**src/rtl/core/mma_ram.sv**
```systemverilog
module mma_ram #(
  parameter int unsigned DEPTH = 64,
  parameter int unsigned WIDTH = 32
) (
  input  logic                     clk,
  input  logic                     we,
  input  logic [$clog2(DEPTH)-1:0] waddr,
  input  logic [WIDTH-1:0]         wdata,
  input  logic [$clog2(DEPTH)-1:0] raddr,
  output logic [WIDTH-1:0]         rdata
);

  logic [WIDTH-1:0] mem [DEPTH];
  logic [WIDTH-1:0] rdata_r;

  always_ff @(posedge clk) begin
    if (we) begin
      mem[waddr] <= wdata;
    end
    rdata_r <= mem[raddr];
  end

  assign rdata = rdata_r;

endmodule

```
**config.mk**
```make
export PLATFORM = sky130hd
export DESIGN_NAME = mma_ram
export DESIGN_NICKNAME = d
export VERILOG_FILES = /design/src/rtl/core/mma_ram.sv
export SDC_FILE = /design/constraint.sdc
export NUM_CORES = 2
export LEC_CHECK = 0
export ABC_AREA = 1
export BUFFER_PORTS_ARGS = -buffer_cell sky130_fd_sc_hd__buf_2
export CAP_MARGIN = 20
export CORE_AREA = 2 2 691 487
export DETAILED_ROUTE_END_ITERATION = 7
export DIE_AREA = 0 0 693 489
export SLEW_MARGIN = 5
export SYNTH_ARGS = -nofsm -noshare
export SYNTH_HDL_FRONTEND = slang
export SYNTH_SLANG_ARGS = --single-unit
```
**constraint.sdc**
```tcl
create_clock -name clk -period 12.2 [get_ports clk]
set_clock_uncertainty 0.1 [all_clocks]
set_input_delay 0 -clock clk [delete_from_list [all_inputs] [get_ports clk]]
set_output_delay 0 -clock clk [all_outputs]
set_load 0.02 [all_outputs]
```
== Yosys cells after proc, flatten, opt, wreduce, memory -nomap -nowiden ==
Memory sizes are Yosys's and may differ from the RTL's. A register that Yosys moved wholly into a read port is not among the register bits.
Cells that the tools add are included.

* Memories kept: 1
* Register bits: 0
* Bits of input ports: 46
* Bits in writable memories: 2048
* Output and inout bits: 32

{| class="wikitable"
|+ Memory list
! memory !! words !! bits a word !! read ports !! clocked after memory_dff !! wr ports !! line !! text
|-
| mem || 64 || 32 || 1 || 1 || 1 || 13 || <nowiki>logic [WIDTH-1:0] mem [DEPTH];</nowiki>
|}

* Multiplexer cells: 2

{| class="wikitable"
|+ Operators by type and width
! operator !! count
|-
| 1-bit 2-to-1 mux || 2
|}

== Longest topological paths before layout ==
* Depth after elaboration: 2
* Depth in mapped cells: 13
* Mapped depth without buffers: 9

== Least setup slack after synthesis ==
Ideal clock, no wire load.

* Path kind: input -> register
* Start point: input port we
* End point: memory mem[48][0] (enable)
* Arrival: 3628 ps
* Path buffers: 1
* Required time: 11598 ps
* Setup time: 502 ps
* Stages on the path: 3
* Slack: 7970 ps
* Cells stage by stage: clkbuf_1 -> nand4_1 -> nor4_1

* Word-level cells in the longest chain between the ends: 2

{| class="wikitable"
|+ RTL lines
! element !! line !! text
|-
| start, declared || 6 || <nowiki>input logic we,</nowiki>
|-
| 1-bit 2-to-1 mux || 17 || <nowiki>if (we) begin</nowiki>
|-
| 1-bit 2-to-1 mux (not written as such) || 18 || <nowiki>mem[waddr] <= wdata;</nowiki>
|-
| end, declared || 13 ||
|}

No other way between the ends.

==> results.txt <==
The share of synthesized registers carrying an async set or reset was 0; the total CTS buffers was 195. The count of TritonRoute iterations in the first routing pass was 8; the net count of the mapped netlist was 6,815. The worst slew margin relative to its limit is 0.1849. The tools report the category of the worst setup path launch point as an input pin.

The total number of nets in the final design came out at 6,836. The global-route usage over all layers came out at 0.1447. Across all setup checks in the final design, the least slack found is 7622 ps. The measured slew at the worst slew-check pin works out to 1223 ps. For the worst-case register-to-register setup slack, the log shows 9930 ps. Input and output buffers added on the ports amount to 77. The core region is 0.3334 mm². At the placement stage, the worst setup path has a slack of 7930 ps. Cell area after placement: 0.08820 mm².

The via count of the routed design was 55,230. After synthesis, the most frequently instantiated cells are 2,248 x nand2_1, 2,048 x edfxtp_1, 1,907 x nand3_1, 282 x buf_2, 77 x clkbuf_1. In this run the mean area of a mapped cell was 12.22 µm². Once layout is done, the placed cells without fillers occupy 0.09476 mm². Share of the synthesized area in the top cell type: 0.7433. TritonCTS built the clock tree. The detailed-routed wire length on met2 was 110.9 mm. The share of the clock period used by the worst path was 0.3752.

The via count of the first global-routing pass is 51,150, and the number of synthesized flops with an enable pin is 2,048. The longest clock path from root to sink contains 4 buffers. The area of the die is 0.3389 mm², and the clock-pin slew of the registers on the worst-case setup and hold paths is 70 ps. The worst hold path begins at waddr[5]. The layout cell share with drive strength beyond 1 was 0.08012; the TritonCTS sink count was 2,080. STA classifies the critical path endpoint as a flop. The starting density of the core is 0.2482, and the residual overflow from global routing is 0. The met3 routed wirelength was 28.08 mm; the largest net degree at the start of global routing was 205. Setup repair after global routing left no endpoint under its margin. The setup path with the least slack is of type input pin to flop. IR analysis of the VDD net gives a maximum drop of 0.1040 mV. The final-report setup violation count was 0; the register area share after synthesis was 0.7510.

The design draws 14.83 mW. Based on the critical path, the design can be clocked at up to 218.4 MHz. Along the worst hold path, the cell count comes to 3. The run finished with clean final reports. Path category of the worst min-delay check: input pin to flop. The logs give 7,671 for the number of DRC markers in iteration 0 and 4 for the number of H-tree levels. The die is 489 µm tall. For this design the ratio of total power to cell area is 156.5 mW/mm².

The root buffer cell chosen for the clock tree is clkbuf_16. The top metal layer carrying routed signals is met5. Capture point of the worst reg-to-reg path: rdata[13]. For this run, the leading register cell type out of synthesis is edfxtp_1.

Xor/xnor share of the synthesized area: 0. The simple logic cell fraction of the synthesized area came out at 0.2212. The filler cells instantiated in the layout total 33,390. The number of hold violations in the final report is 0, and the worst hold slack is 78.73 ps.

Arrival time at the worst endpoint: 5280 ps. The tools report the top-level port count as 78. Largest family of logic cells by synthesized area: simple AND/OR/NAND/NOR gates.

The arithmetic-cell share of the synthesized area counting full adders, half adders and majority gates is 0, and the relative area change from synthesis to final layout is 14.53%. Counting both buffers and inverters, the worst setup path holds a total of 7. Across the run, the number of max-cap violations was 0. Endpoint of the worst hold-timing path: mem[35][17]. Measured in cells, the most critical reg-to-reg path has a length of 9. Post-CTS repair changed the size of 0 cells.

The largest fanout on the critical path came out at 153. The synthesized netlist occupies a cell area of 0.08274 mm². The detailed router put a total of 109.3 mm of wire on met1. The floorplan has 178 rows. Post-detailed-route DRC marker count: 0.

The total count of max-transition violations in the final report was 0; the post-synthesis compound-gate area fraction was 0. The number of antenna violations at the first check in global routing was 21; the count of distinct cell types in the synthesized netlist was 16. The first global-routing pass estimated 364.2 mm of wire. After detailed routing, the number of vias per cell comes to 4.862.

The cell leakage power is 32.19 nW, and the detailed-route wire length is 254.8 mm. The required arrival time at the worst endpoint came out at 12,900 ps. For the final routed database, the setup TNS stands at 0 ps.

The multiplexer share of the synthesized area was 0; the number of nets with antenna violations after routing was 0. Broken down by cell family, the worst path's largest delay share belongs to buffers and inverters. The register bit count reported by yosys came out at 2,080. On the worst path, the slowest cell contributes a delay of 720 ps. For the detailed placement HPWL, the log shows 129.6 mm.

The slowest stage of the critical path belongs to the cell buf_4. The signal on the critical path passes through dlygate4sd3_1, buf_8, buf_12, buf_4, buf_4, buf_4, nand2_1, nand3_1, nand3_1, nand3_1, nand3_1, nand2_1, nand2_1, nand2_1, dlygate4sd3_1. Counting every instance in the synthesized netlist gives 6,769. Dividing the detail-routed wire length by the instance count gives 22.43 µm. The number of warning messages in the yosys log was 0.

The worst register-to-register path begins at mem[14][13]. Routability-driven placement finished with a final weighted congestion of 0.8174. Cell type with the highest aggregate area in the netlist: edfxtp_1. In this run the horizontal extent of the chip is 693 µm.

The tools report the clock network latency to the later pin of the worst-skew pair as 860 ps. Leading cell type by number of instances after synthesis: nand2_1. The clock period minus final worst setup slack was 4578 ps. After synthesis, the cell types taking the most area are edfxtp_1 74%, nand3_1 12%, nand2_1 10%.
-- worst min-delay path, cell delays in order --
cell     delay (ps)
buf_2           140
nand3_1         590
nor2_4           90
-- sequential cells by signal, indices dropped and copies added (netlist names) --
| signal | cells |
|---|---|
| rdata | 32 |
| mem | 2048 |
-- per-layer routing --
metal  track usage  vias to the layer above
met5             0                        -
met4       0.03811                        4
met3       0.03098                      398
met2        0.2178                     3129
met1        0.2105                    27540
li1              -                    24160
-- final cells by class --
type                       instances  area [µm²]  area share
sequential                      2080       62140      0.6558
multi-input combinational       4228       18770      0.1981
tap                             4410        5518     0.05823
clock buffer                     261        5271     0.05563
timing repair buffer             273        2176     0.02296
clock inverter                    86       780.7    0.008239
inverter                          12       82.58   0.0008715
antenna                            9       22.52   0.0002377
-- cell usage in the layout (no fill, tap or decap), drive strengths merged --
master       count
nand3         1907
nand4            9
clkinvlp         2
nor4             8
bufinv          14
edfxtp        2048
nor2            56
dlygate4sd3     44
diode            9
nand2         2248
clkbuf         261
clkinv          68
inv             14
dfxtp           32
buf            229
-- metrics by stage --
stage | utilization | cells
2_1_floorplan | - | 6769
3_3_place_gp | 0.2643 | 10950
3_5_place_dp | 0.2646 | 10960
4_1_cts | 0.2840 | 11350
5_1_grt | 0.2842 | 11350
6_report | 0.2842 | 11360
-- repair_timing --
item | CTS | global route
hold buffers | 44 | 0
endpoints found under the hold margin | 2330 | 0
buffers inserted | 0 | 0
-- logic make-up after synthesis --
| group | Yosys count |
|---|---|
| buffers and inverters | 461 |
| AND/OR/NAND/NOR | 4228 |
| flip-flops | 2080 |
-- where the power goes --
group,total [mW],internal [mW],switching (mW)
logic,0.940,0.217,0.723
registers,7.95,7.91,0.0464
clock network,5.94,3.32,2.61
total,14.8,11.4,3.38
-- worst max-delay path by stage --
stage | startpoint | end | slack, ps | cells after the start
floorplan | we | mem[48][0] | 7970 | 3
CTS | raddr[0] | rdata[13] | 7680 | 15
global route | raddr[0] | rdata[13] | 7280 | 15
detailed placement | raddr[0] | rdata[10] | 7930 | 12
finish | raddr[0] | rdata[13] | 7620 | 15
global placement | raddr[0] | rdata[10] | 8000 | 12
Note: power is estimated with default switching activity, not from simulation.
