## config.mk

```make
export PLATFORM = sky130hd
export DESIGN_NAME = mma_seq_flat
export DESIGN_NICKNAME = d
export VERILOG_FILES = /design/src/rtl/core/mma_pkg.sv /design/src/rtl/core/mma_if.sv /design/src/rtl/core/mma_seq.sv /design/src/flat_wrapper.sv
export SDC_FILE = /design/constraint.sdc
export NUM_CORES = 2
export LEC_CHECK = 0
export ABC_AREA = 1
export BUFFER_PORTS_ARGS = -buffer_cell sky130_fd_sc_hd__buf_4
export CORE_ASPECT_RATIO = 1.5
export CORE_MARGIN = 5
export CORE_UTILIZATION = 40
export CTS_BUF_LIST = sky130_fd_sc_hd__clkbuf_16
export DETAILED_ROUTE_END_ITERATION = 10
export PLACE_DENSITY_LB_ADDON = 0.05
export SETUP_SLACK_MARGIN = 0.05
export SLEW_MARGIN = 20
export SYNTH_ARGS = -nofsm -noshare
export SYNTH_HDL_FRONTEND = slang
export SYNTH_SLANG_ARGS = --single-unit
```

## constraint.sdc

```tcl
create_clock -name clk -period 7.3 [get_ports clk]
set_clock_uncertainty 0.05 [all_clocks]
set_input_delay 0 -clock clk [delete_from_list [all_inputs] [get_ports clk]]
set_output_delay 0 -clock clk [all_outputs]
set_load 0.02 [all_outputs]
```

## src/rtl/core/mma_pkg.sv

```systemverilog
package mma_pkg;

  localparam int unsigned DATA_W = 32;
  localparam int unsigned IDX_W  = 3;
  localparam int unsigned CFG_W  = 4;
  localparam int unsigned CFG_AW = 2;

  typedef enum logic [1:0] {
    OP_LOAD_A  = 2'd0,
    OP_LOAD_B  = 2'd1,
    OP_LOAD_C  = 2'd2,
    OP_COMPUTE = 2'd3
  } op_t;

  typedef enum logic [CFG_AW-1:0] {
    CFG_ROWS_A = 2'd0,
    CFG_COLS_A = 2'd1,
    CFG_COLS_B = 2'd2
  } cfg_idx_t;

  typedef enum logic [2:0] {
    S_IDLE,
    S_ELEM,
    S_MAC,
    S_DRAIN,
    S_EMIT
  } state_t;

  localparam logic [CFG_W-1:0] DIM_RESET = 4'd8;

  // last loop index for a dimension register: zero acts as one, too large saturates
  function automatic logic [CFG_W-1:0] dim_last(input logic [CFG_W-1:0] v,
                                                input logic [CFG_W-1:0] maxd);
    logic [CFG_W-1:0] r;
    if (v == '0) begin
      r = '0;
    end else if (v > maxd) begin
      r = maxd - 4'd1;
    end else begin
      r = v - 4'd1;
    end
    return r;
  endfunction

endpackage

```

## src/rtl/core/mma_if.sv

```systemverilog
interface mma_in_if;
  logic                              valid;
  logic                              ready;
  logic [1:0]                        opcode;
  logic [mma_pkg::IDX_W-1:0]         row;
  logic [mma_pkg::IDX_W-1:0]         col;
  logic signed [mma_pkg::DATA_W-1:0] value;

  modport source (output valid, output opcode, output row, output col, output value,
                  input ready);
  modport sink (input valid, input opcode, input row, input col, input value,
                output ready);
endinterface

interface mma_out_if;
  logic                              valid;
  logic                              ready;
  logic [mma_pkg::IDX_W-1:0]         out_row;
  logic [mma_pkg::IDX_W-1:0]         out_col;
  logic signed [mma_pkg::DATA_W-1:0] result;
  logic                              last;

  modport source (output valid, output out_row, output out_col, output result,
                  output last, input ready);
  modport sink (input valid, input out_row, input out_col, input result, input last,
                output ready);
endinterface

```

## src/rtl/core/mma_seq.sv

```systemverilog
module mma_seq #(
  parameter int unsigned MAX_DIM = 8,
  localparam int unsigned DEPTH  = MAX_DIM * MAX_DIM,
  localparam int unsigned AW     = $clog2(DEPTH),
  localparam int unsigned IW     = $clog2(MAX_DIM)
) (
  input  logic                        clk,
  input  logic                        rst_n,
  mma_in_if.sink                      in_ch,
  mma_out_if.source                   out_ch,
  input  logic                        cfg_we,
  input  logic [mma_pkg::CFG_AW-1:0]  cfg_addr,
  input  logic [mma_pkg::CFG_W-1:0]   cfg_data,
  output logic                        a_we,
  output logic                        b_we,
  output logic                        c_we,
  output logic [AW-1:0]               ld_addr,
  output logic [mma_pkg::DATA_W-1:0]  ld_data,
  output logic [AW-1:0]               c_waddr,
  output logic [mma_pkg::DATA_W-1:0]  c_wdata,
  output logic [AW-1:0]               a_raddr,
  output logic [AW-1:0]               b_raddr,
  output logic [AW-1:0]               c_raddr,
  input  logic [mma_pkg::DATA_W-1:0]  a_rdata,
  input  logic [mma_pkg::DATA_W-1:0]  b_rdata,
  input  logic [mma_pkg::DATA_W-1:0]  c_rdata
);

  localparam logic [mma_pkg::CFG_W-1:0] MAXD = mma_pkg::CFG_W'(MAX_DIM);

  mma_pkg::state_t state_r, state_nxt;

  logic [mma_pkg::CFG_W-1:0] rows_a_r, cols_a_r, cols_b_r;
  logic [IW-1:0] nr_last_r, nk_last_r, nc_last_r;
  logic [IW-1:0] i_r, j_r, k_r;
  logic          rd_v_r, prod_v_r;
  logic [mma_pkg::DATA_W-1:0] prod_r, acc_r;
  logic [DEPTH-1:0] c_valid_r;
  logic          c_vld_q_r;
  logic          c_load_r;
  logic          out_valid_r;
  logic [mma_pkg::IDX_W-1:0]  out_row_r, out_col_r;
  logic [mma_pkg::DATA_W-1:0] out_result_r;
  logic          out_last_r;

  logic in_fire, ld_ok, start, mac_issue, emit_fire, elem_last;
  mma_pkg::op_t op;

  assign op        = mma_pkg::op_t'(in_ch.opcode);
  assign in_fire   = in_ch.valid && in_ch.ready;
  assign ld_ok     = (int'(in_ch.row) < MAX_DIM) && (int'(in_ch.col) < MAX_DIM);
  assign start     = in_fire && (op == mma_pkg::OP_COMPUTE);
  assign mac_issue = (state_r == mma_pkg::S_MAC);
  assign elem_last = (i_r == nr_last_r) && (j_r == nc_last_r);
  assign emit_fire = (state_r == mma_pkg::S_EMIT) && (!out_valid_r || out_ch.ready);

  assign in_ch.ready = (state_r == mma_pkg::S_IDLE);

  assign ld_addr = AW'(int'(in_ch.row) * MAX_DIM + int'(in_ch.col));
  assign ld_data = in_ch.value;
  assign a_we    = in_fire && ld_ok && (op == mma_pkg::OP_LOAD_A);
  assign b_we    = in_fire && ld_ok && (op == mma_pkg::OP_LOAD_B);
  assign c_we    = (in_fire && ld_ok && (op == mma_pkg::OP_LOAD_C)) || emit_fire;
  assign c_waddr = emit_fire ? c_raddr : ld_addr;
  assign c_wdata = emit_fire ? acc_r : in_ch.value;

  assign a_raddr = AW'(int'(i_r) * MAX_DIM + int'(k_r));
  assign b_raddr = AW'(int'(k_r) * MAX_DIM + int'(j_r));
  assign c_raddr = AW'(int'(i_r) * MAX_DIM + int'(j_r));

  // configuration
  always_ff @(posedge clk) begin
    if (!rst_n) begin
      rows_a_r <= mma_pkg::DIM_RESET;
      cols_a_r <= mma_pkg::DIM_RESET;
      cols_b_r <= mma_pkg::DIM_RESET;
    end else if (cfg_we) begin
      unique case (cfg_addr)
        mma_pkg::CFG_ROWS_A: rows_a_r <= cfg_data;
        mma_pkg::CFG_COLS_A: cols_a_r <= cfg_data;
        mma_pkg::CFG_COLS_B: cols_b_r <= cfg_data;
        default: ;
      endcase
    end
  end

  always_ff @(posedge clk) begin
    if (!rst_n) begin
      state_r <= mma_pkg::S_IDLE;
    end else begin
      state_r <= state_nxt;
    end
  end

  always_comb begin
    state_nxt = state_r;
    unique case (state_r)
      mma_pkg::S_IDLE: begin
        if (start) state_nxt = mma_pkg::S_ELEM;
      end
      mma_pkg::S_ELEM: state_nxt = mma_pkg::S_MAC;
      mma_pkg::S_MAC: begin
        if (k_r == nk_last_r) state_nxt = mma_pkg::S_DRAIN;
      end
      mma_pkg::S_DRAIN: begin
        if (!rd_v_r && !prod_v_r) state_nxt = mma_pkg::S_EMIT;
      end
      mma_pkg::S_EMIT: begin
        if (emit_fire) state_nxt = elem_last ? mma_pkg::S_IDLE : mma_pkg::S_ELEM;
      end
      default: state_nxt = mma_pkg::S_IDLE;
    endcase
  end

  // loop counters
  always_ff @(posedge clk) begin
    if (start) begin
      nr_last_r <= IW'(mma_pkg::dim_last(rows_a_r, MAXD));
      nk_last_r <= IW'(mma_pkg::dim_last(cols_a_r, MAXD));
      nc_last_r <= IW'(mma_pkg::dim_last(cols_b_r, MAXD));
      i_r       <= '0;
      j_r       <= '0;
    end else if (emit_fire) begin
      if (j_r == nc_last_r) begin
        j_r <= '0;
        i_r <= i_r + 1'b1;
      end else begin
        j_r <= j_r + 1'b1;
      end
    end
    if (state_r == mma_pkg::S_ELEM) begin
      k_r <= '0;
    end else if (mac_issue) begin
      k_r <= k_r + 1'b1;
    end
  end

  // multiply-accumulate pipeline
  always_ff @(posedge clk) begin
    if (!rst_n) begin
      rd_v_r   <= 1'b0;
      prod_v_r <= 1'b0;
      c_load_r <= 1'b0;
    end else begin
      rd_v_r   <= mac_issue;
      prod_v_r <= rd_v_r;
      c_load_r <= (state_r == mma_pkg::S_ELEM);
    end
  end

  always_ff @(posedge clk) begin
    c_vld_q_r <= c_valid_r[c_raddr];
    prod_r    <= a_rdata * b_rdata;
    if (c_load_r) begin
      acc_r <= c_vld_q_r ? c_rdata : '0;
    end else if (prod_v_r) begin
      acc_r <= acc_r + prod_r;
    end
  end

  // accumulator entries read as zero until written
  always_ff @(posedge clk) begin
    if (!rst_n) begin
      c_valid_r <= '0;
    end else if (c_we) begin
      c_valid_r[c_waddr] <= 1'b1;
    end
  end

  // output register
  always_ff @(posedge clk) begin
    if (!rst_n) begin
      out_valid_r <= 1'b0;
    end else if (emit_fire) begin
      out_valid_r <= 1'b1;
    end else if (out_ch.ready) begin
      out_valid_r <= 1'b0;
    end
  end

  always_ff @(posedge clk) begin
    if (emit_fire) begin
      out_row_r    <= mma_pkg::IDX_W'(i_r);
      out_col_r    <= mma_pkg::IDX_W'(j_r);
      out_result_r <= acc_r;
      out_last_r   <= elem_last;
    end
  end

  assign out_ch.valid   = out_valid_r;
  assign out_ch.out_row = out_row_r;
  assign out_ch.out_col = out_col_r;
  assign out_ch.result  = out_result_r;
  assign out_ch.last    = out_last_r;

endmodule

```

## src/flat_wrapper.sv

```systemverilog
// flat-port wrapper written by rule: the top's interface ports become plain ports
module mma_seq_flat 
#(
  parameter int unsigned MAX_DIM = 8,
  localparam int unsigned DEPTH  = MAX_DIM * MAX_DIM,
  localparam int unsigned AW     = $clog2(DEPTH),
  localparam int unsigned IW     = $clog2(MAX_DIM)
)
  (clk, rst_n, cfg_we, cfg_addr, cfg_data, a_we, b_we, c_we, ld_addr, ld_data, c_waddr, c_wdata, a_raddr, b_raddr, c_raddr, a_rdata, b_rdata, c_rdata, in_ch_valid, in_ch_opcode, in_ch_row, in_ch_col, in_ch_value, in_ch_ready, out_ch_valid, out_ch_out_row, out_ch_out_col, out_ch_result, out_ch_last, out_ch_ready);
  mma_in_if in_ch_i ();
  mma_out_if out_ch_i ();
  input  logic clk;
  input  logic rst_n;
  input  logic cfg_we;
  input  logic [mma_pkg::CFG_AW-1:0] cfg_addr;
  input  logic [mma_pkg::CFG_W-1:0] cfg_data;
  output logic a_we;
  output logic b_we;
  output logic c_we;
  output logic [AW-1:0] ld_addr;
  output logic [mma_pkg::DATA_W-1:0] ld_data;
  output logic [AW-1:0] c_waddr;
  output logic [mma_pkg::DATA_W-1:0] c_wdata;
  output logic [AW-1:0] a_raddr;
  output logic [AW-1:0] b_raddr;
  output logic [AW-1:0] c_raddr;
  input  logic [mma_pkg::DATA_W-1:0] a_rdata;
  input  logic [mma_pkg::DATA_W-1:0] b_rdata;
  input  logic [mma_pkg::DATA_W-1:0] c_rdata;
  input wire logic [$bits(in_ch_i.valid)-1:0] in_ch_valid;
  input wire logic [$bits(in_ch_i.opcode)-1:0] in_ch_opcode;
  input wire logic [$bits(in_ch_i.row)-1:0] in_ch_row;
  input wire logic [$bits(in_ch_i.col)-1:0] in_ch_col;
  input wire logic [$bits(in_ch_i.value)-1:0] in_ch_value;
  output wire logic [$bits(in_ch_i.ready)-1:0] in_ch_ready;
  output wire logic [$bits(out_ch_i.valid)-1:0] out_ch_valid;
  output wire logic [$bits(out_ch_i.out_row)-1:0] out_ch_out_row;
  output wire logic [$bits(out_ch_i.out_col)-1:0] out_ch_out_col;
  output wire logic [$bits(out_ch_i.result)-1:0] out_ch_result;
  output wire logic [$bits(out_ch_i.last)-1:0] out_ch_last;
  input wire logic [$bits(out_ch_i.ready)-1:0] out_ch_ready;
  assign in_ch_i.valid = in_ch_valid;
  assign in_ch_i.opcode = in_ch_opcode;
  assign in_ch_i.row = in_ch_row;
  assign in_ch_i.col = in_ch_col;
  assign in_ch_i.value = in_ch_value;
  assign in_ch_ready = in_ch_i.ready;
  assign out_ch_valid = out_ch_i.valid;
  assign out_ch_out_row = out_ch_i.out_row;
  assign out_ch_out_col = out_ch_i.out_col;
  assign out_ch_result = out_ch_i.result;
  assign out_ch_last = out_ch_i.last;
  assign out_ch_i.ready = out_ch_ready;
  mma_seq #(.MAX_DIM(MAX_DIM)) u_core (.clk(clk), .rst_n(rst_n), .in_ch(in_ch_i), .out_ch(out_ch_i), .cfg_we(cfg_we), .cfg_addr(cfg_addr), .cfg_data(cfg_data), .a_we(a_we), .b_we(b_we), .c_we(c_we), .ld_addr(ld_addr), .ld_data(ld_data), .c_waddr(c_waddr), .c_wdata(c_wdata), .a_raddr(a_raddr), .b_raddr(b_raddr), .c_raddr(c_raddr), .a_rdata(a_rdata), .b_rdata(b_rdata), .c_rdata(c_rdata));
endmodule
```

======== After elaboration in Yosys (flattened, before gate mapping) ========
Index checks and enable logic that the tools add are counted.
cells by class
  add/subtract/negate cells ............... 11
  multipliers ............................. 1
  magnitude comparators ................... 6
  eq/ne operators ......................... 16
  mux-type cells .......................... 21
  bitwise logic cells ..................... 1
  reductions and logical operators ........ 27
operator list
  kind                                                                count
  two-way mux 32 bit                                                  4
  bitwise OR 64 bit                                                   1
  adder 32 bit                                                        1
  multiplier 32 x 32 -> 32 bit                                        1
  adder 6 x 3 -> 6 bit                                                4
  two-way mux 3 bit                                                   8
  case mux 3 bit (5 select lines)                                     1
  less-than comparator 6 x 7 -> 1 bit (second input constant)         2
  greater-than comparator 4 bit (second input constant)               3
  zero test 4 bit                                                     3
  adder 3 x 1 -> 3 bit (second input constant)                        3
  == test 3 bit                                                       3
  logical AND 1 bit                                                   9
  subtractor 3 x 1 -> 3 bit (second input constant)                   3
  AND reduction 2 bit                                                 4
  binary-select mux 1 bit (select 6 bit)                              1
  demux 1 bit (select 6 bit)                                          1
  == test 2 bit (second input constant)                               3
  == test 3 x 2 -> 1 bit (second input constant)                      2
  greater-or-equal comparator 6 x 1 -> 1 bit (second input constant)  1
  two-way mux 6 bit                                                   1
  two-way mux 1 bit                                                   5
  == test 2 x 1 -> 1 bit (second input constant)                      2
  zero test 2 bit                                                     2
  other kinds (9)                                                     15
storage, ports and cells
  flip-flop bits (word level) ............. 205
  bits of input ports ..................... 147
  output and inout bits ................... 138
  logic and storage cells ................. 105

======== Logic depth before layout (Yosys ltp) ========
  depth in word-level cells ............... 9
  depth in mapped cells ................... 34
  mapped depth without buffers ............ 32

======== Worst setup path before layout ========
Ideal clock, no wire load.
  path type ............................... input to register
  start ................................... input b_rdata[5] in the netlist's numbering
  end ..................................... register u_core.prod_r[23] in the netlist's numbering
  setup time .............................. 0.120 ns
  arrival time ............................ 5.975 ns
  data required time ...................... 7.130 ns
  setup slack ............................. 1.156 ns
  stages on the path ...................... 25
  path buffers ............................ 2
  path through ............................ clkbuf_1 -> clkbuf_1 -> nand2_1 -> inv_1 -> fa_1 -> fa_1 -> fa_1 -> inv_1 -> fa_1 -> inv_1 -> fa_1 -> inv_1 -> fa_1 -> inv_1 -> fa_1 -> fa_1 -> ha_1 -> a21oi_1 -> inv_1 -> a31oi_1 -> nand3_1 -> a21oi_1 -> o21ai_0 -> nand2_1 -> nand2_1
between the ends
  word-level cells in the longest chain between the ends .. 1
RTL lines
  what                          RTL line            text
  start: declaration            flat_wrapper.sv:28  input logic [mma_pkg::DATA_W-1:0] b_rdata;
  multiplier 32 x 32 -> 32 bit  mma_seq.sv:153      prod_r <= a_rdata * b_rdata;
  end signal: assignment        mma_seq.sv:153
  end: declaration              mma_seq.sv:37       logic [mma_pkg::DATA_W-1:0] prod_r, acc_r;
Every way passes these cells.
A chain may end at the register's enable or synchronous reset.

======== Final worst setup path ========
  start ................................... input b_rdata[17] in the netlist's numbering
  end ..................................... register u_core.prod_r[30] in the netlist's numbering
The elaborated chain is that of the path after synthesis.

==> Flow_metrics.wiki <==
{| class="wikitable"
! Metric !! Value
|-
| Commonest register cell after synthesis || sky130_fd_sc_hd__dfxtp_1
|-
| Number of global-route vias before repair || approximately 24000
|-
| Time the final worst path needs with I/O delays and setup || 6.65 ns
|-
| TNS Setup || 0 ns
|-
| Total nets after synthesis || between 4000 and 5000
|-
| Clock tree from TritonCTS || yes
|-
| Total wire length after detailed routing || approximately 87000 um
|-
| Portion of the post-synthesis area used by sequential elements || 18.2%
|-
| Number of port buffers || 284
|-
| Dpl cells || 4523
|-
| Clk_lat worst skew || approximately 0.52 ns
|-
| Cells resized by post-CTS repair || 0
|-
| Core region area || 66800 sq um
|-
| Util after Layout || 45.8%
|-
| Initial antenna violation count || 0
|-
| Transition at the pin with the smallest max-transition slack || ~0.95 ns
|-
| Leftover overflow at the end of global routing || 0
|-
| Number of remaining DRC errors || 0
|-
| Critical Path End Type || register
|-
| Run status || complete, no violations
|-
| Number of failing setup endpoints in the final timing report || 0
|-
| Leading post-synthesis cells by instance count || sky130_fd_sc_hd__nand2_1, sky130_fd_sc_hd__inv_1, sky130_fd_sc_hd__fa_1, sky130_fd_sc_hd__a21oi_1, sky130_fd_sc_hd__ha_1
|-
| Pin count of the biggest net entering global routing || 75
|-
| Initial core utilization || roughly two fifths
|-
| Global-route wire length before repair || 135000 um
|-
| Headroom to the max-slew limit || a little over a third
|-
| Synthesized cell area || 26900 sq um
|-
| Proportion of register bits with asynchronous set or reset after synthesis || 0%
|-
| Most numerous cell on the critical path || sky130_fd_sc_hd__fa_1
|-
| Mean routed wirelength per cell || 18.8 um
|-
| Upper clock frequency limit || around 150 MHz
|-
| Total via count in the routed design || between 20000 and 25000
|-
| Final Hold Fails || 0
|-
| Ranking of synthesized cells by area || sky130_fd_sc_hd__fa_1, sky130_fd_sc_hd__nand2_1, sky130_fd_sc_hd__inv_1
|-
| Sequence of cells on the critical path || buf_4 -> nand2_1 -> fa_1 -> inv_1 -> fa_1 -> inv_1 -> fa_1 -> inv_1 -> fa_1 -> inv_1 -> fa_1 -> fa_1 -> inv_1 -> fa_1 -> fa_1 -> ha_1 -> nand2_1 -> inv_1 -> a221oi_1 -> o221ai_1 -> a21oi_1 -> xnor2_1
|-
| Violation count after the first detailed-route iteration || 1188
|-
| Number of violations of the max-capacitance limit || 0
|-
| Number of buffers on the longest clock path || 3
|-
| I/O pin count || roughly 290
|-
| Total track usage || 23.5%
|-
| Data arrival, critical path || 7.04 ns
|-
| Post-synth top area cell || sky130_fd_sc_hd__fa_1
|-
| Antenna diode count || 0
|-
| CP bufs+invs || 7
|-
| FILL cells || slightly below 7000
|-
| Die Span X || 222 um
|-
| CP Data Required Time || 7.69 ns
|-
| Hold Crit Class || in -> reg
|-
| Max Slew Vio Count || 0
|-
| Number of enable-type register cells in the synthesized netlist || 80
|-
| Cells after Synth || about 3500
|-
| Warning count from the yosys run || 0
|-
| Distinct cell type count of the synthesized netlist || 51
|-
| RSZ-0062 raised after global routing || false
|-
| Top-area cell type share of the netlist area || 30.4%
|-
| Antenna viol nets, final || 0
|-
| Relative area change from synthesis to final layout || 13.6%
|-
| Vertical die dimension || 328 um
|-
| Post-route clock period utilization || 91.0%
|-
| Startpoint-to-endpoint class of the critical path || in -> reg
|-
| Startpoint kind of the worst setup timing path || input port
|-
| Count of state elements after synthesis || 205
|-
| Top-count cell post-synth || sky130_fd_sc_hd__nand2_1
|-
| Number of levels in the clock H-tree || 1
|-
| Number of buffers inserted during clock tree synthesis || 19
|-
| Highest-delay cell along the critical path || sky130_fd_sc_hd__fa_1
|-
| Clk slew on worst S/H paths || 0.07 ns
|-
| Top fanout value on the critical path || 16
|-
| Via density || 4.86
|-
| Critical path's largest stage delay || 0.73 ns
|-
| Gp weighted congestion || 0.901
|-
| Nets@finish || 4430
|-
| Share of post-route cells with drive strength above 1 || 10.3%
|-
| Kind of cell adding the most delay to the critical path || adder cells
|-
| DPL Wire Length || 72000 um
|-
| Clk sink count || 205
|-
| Root Buffer || sky130_fd_sc_hd__clkbuf_16
|-
| # rows || 116
|-
| Area of the die || 72800 sq um
|-
| Layout Cells excl Fill || roughly 4600
|-
| Average size of a mapped cell || approximately 7.7 sq um
|-
| Detailed-router iteration count before antenna repair || 5
|}
## per-stage QoR
| step | hold WS, ns | worst slack, ns | cell area [sq um] |
|---|---|---|---|
| 6_report | 0.0520 | 0.653 | 30600 |
| 5_1_grt | 0.0875 | 0.559 | 30600 |
| 4_1_cts | 0.0303 | 0.655 | 30600 |
| 3_5_place_dp | 0.158 | 0.123 | 29400 |
| 3_3_place_gp | 0.158 | 0.191 | 29400 |
| 2_1_floorplan | 0.0331 | 1.16 | 26900 |
## cell families after synthesis
family                   share of synthesized area [%]
AND/OR/NAND/NOR                                   19.0
XOR/XNOR                                          1.53
flip-flops                                        18.2
adder cells (fa/ha/maj)                           37.8
buffers and inverters                             15.6
AO/OA/AOI/OAI                                     7.84
## final timing paths
path,start,end,slack [ns],depth (start not counted)
hold reg to reg,u_core.rd_v_r,u_core.prod_v_r,0.38,2
setup reg to reg,u_core.acc_r[11],u_core.acc_r[30],4.15,11
setup / recovery,b_rdata[17],u_core.prod_r[30],0.65,22
hold / removal,in_ch_opcode[1],u_core.state_r[0],0.05,4
## layout by cell type, fill, tap and decap left out, types with 17 or more instances in the layout
cell / Yosys / final
sky130_fd_sc_hd__nand3_1: 82 / 82
sky130_fd_sc_hd__clkbuf_16: 0 / 19
sky130_fd_sc_hd__xor2_1: 27 / 27
sky130_fd_sc_hd__dfxtp_1: 125 / 125
sky130_fd_sc_hd__ha_1: 160 / 160
sky130_fd_sc_hd__fa_1: 409 / 409
sky130_fd_sc_hd__a21oi_1: 172 / 172
sky130_fd_sc_hd__buf_4: 48 / 304
sky130_fd_sc_hd__inv_1: 868 / 872
sky130_fd_sc_hd__edfxtp_1: 80 / 80
sky130_fd_sc_hd__nor3_1: 17 / 17
sky130_fd_sc_hd__nand2_1: 974 / 974
sky130_fd_sc_hd__dlygate4sd3_1: 0 / 55
sky130_fd_sc_hd__o21ai_0: 128 / 128
sky130_fd_sc_hd__nor2_1: 128 / 128
sky130_fd_sc_hd__xnor2_1: 20 / 20
## cell type report
class / count / area (sq um) / area share [%]
Clock buffer: 19 / 475 / 1.55
Clock inverter: 15 / 123 / 0.401
Inverter: 882 / 3320 / 10.9
Multi-Input combinational cell: 2247 / 17800 / 58.3
Sequential cell: 205 / 4900 / 16.0
Tap cell: 885 / 1110 / 3.62
Timing Repair Buffer: 359 / 2830 / 9.26
## tightest hold or removal path, stage by stage
cell and delay (ns):
sky130_fd_sc_hd__buf_4 0.13, sky130_fd_sc_hd__nand3_1 0.16, sky130_fd_sc_hd__a221oi_1 0.15, sky130_fd_sc_hd__a21oi_1 0.12
## layer usage
layer  track usage, %  up-vias  part of all wire [%]
met5                0        -                     0
met4             8.57        0                   4.4
met3             1.47      139                   3.4
met2             47.0      597                    55
met1             25.9    10900                    37
li1                 -    10700                     -
## sequential cells by signal, summed over array words and instances, names as in the netlist, 4 cells and up
signal / cells
u_core.cols_b_r: 4
u_core.out_ch.result: 32
u_core.c_valid_r: 64
u_core.rows_a_r: 4
u_core.prod_r: 32
u_core.acc_r: 32
u_core.cols_a_r: 4
## repair_timing
action                                  4_1_cts  5_1_grt
hold buffers                                 55        0
endpoints found under the setup margin        0        0
buffers inserted                              0        0
endpoints found under the hold margin        54        0
Power is left out: the tool's default activity adds up to more than one toggle a clock period on the data nets, which glitch-free logic cannot reach.
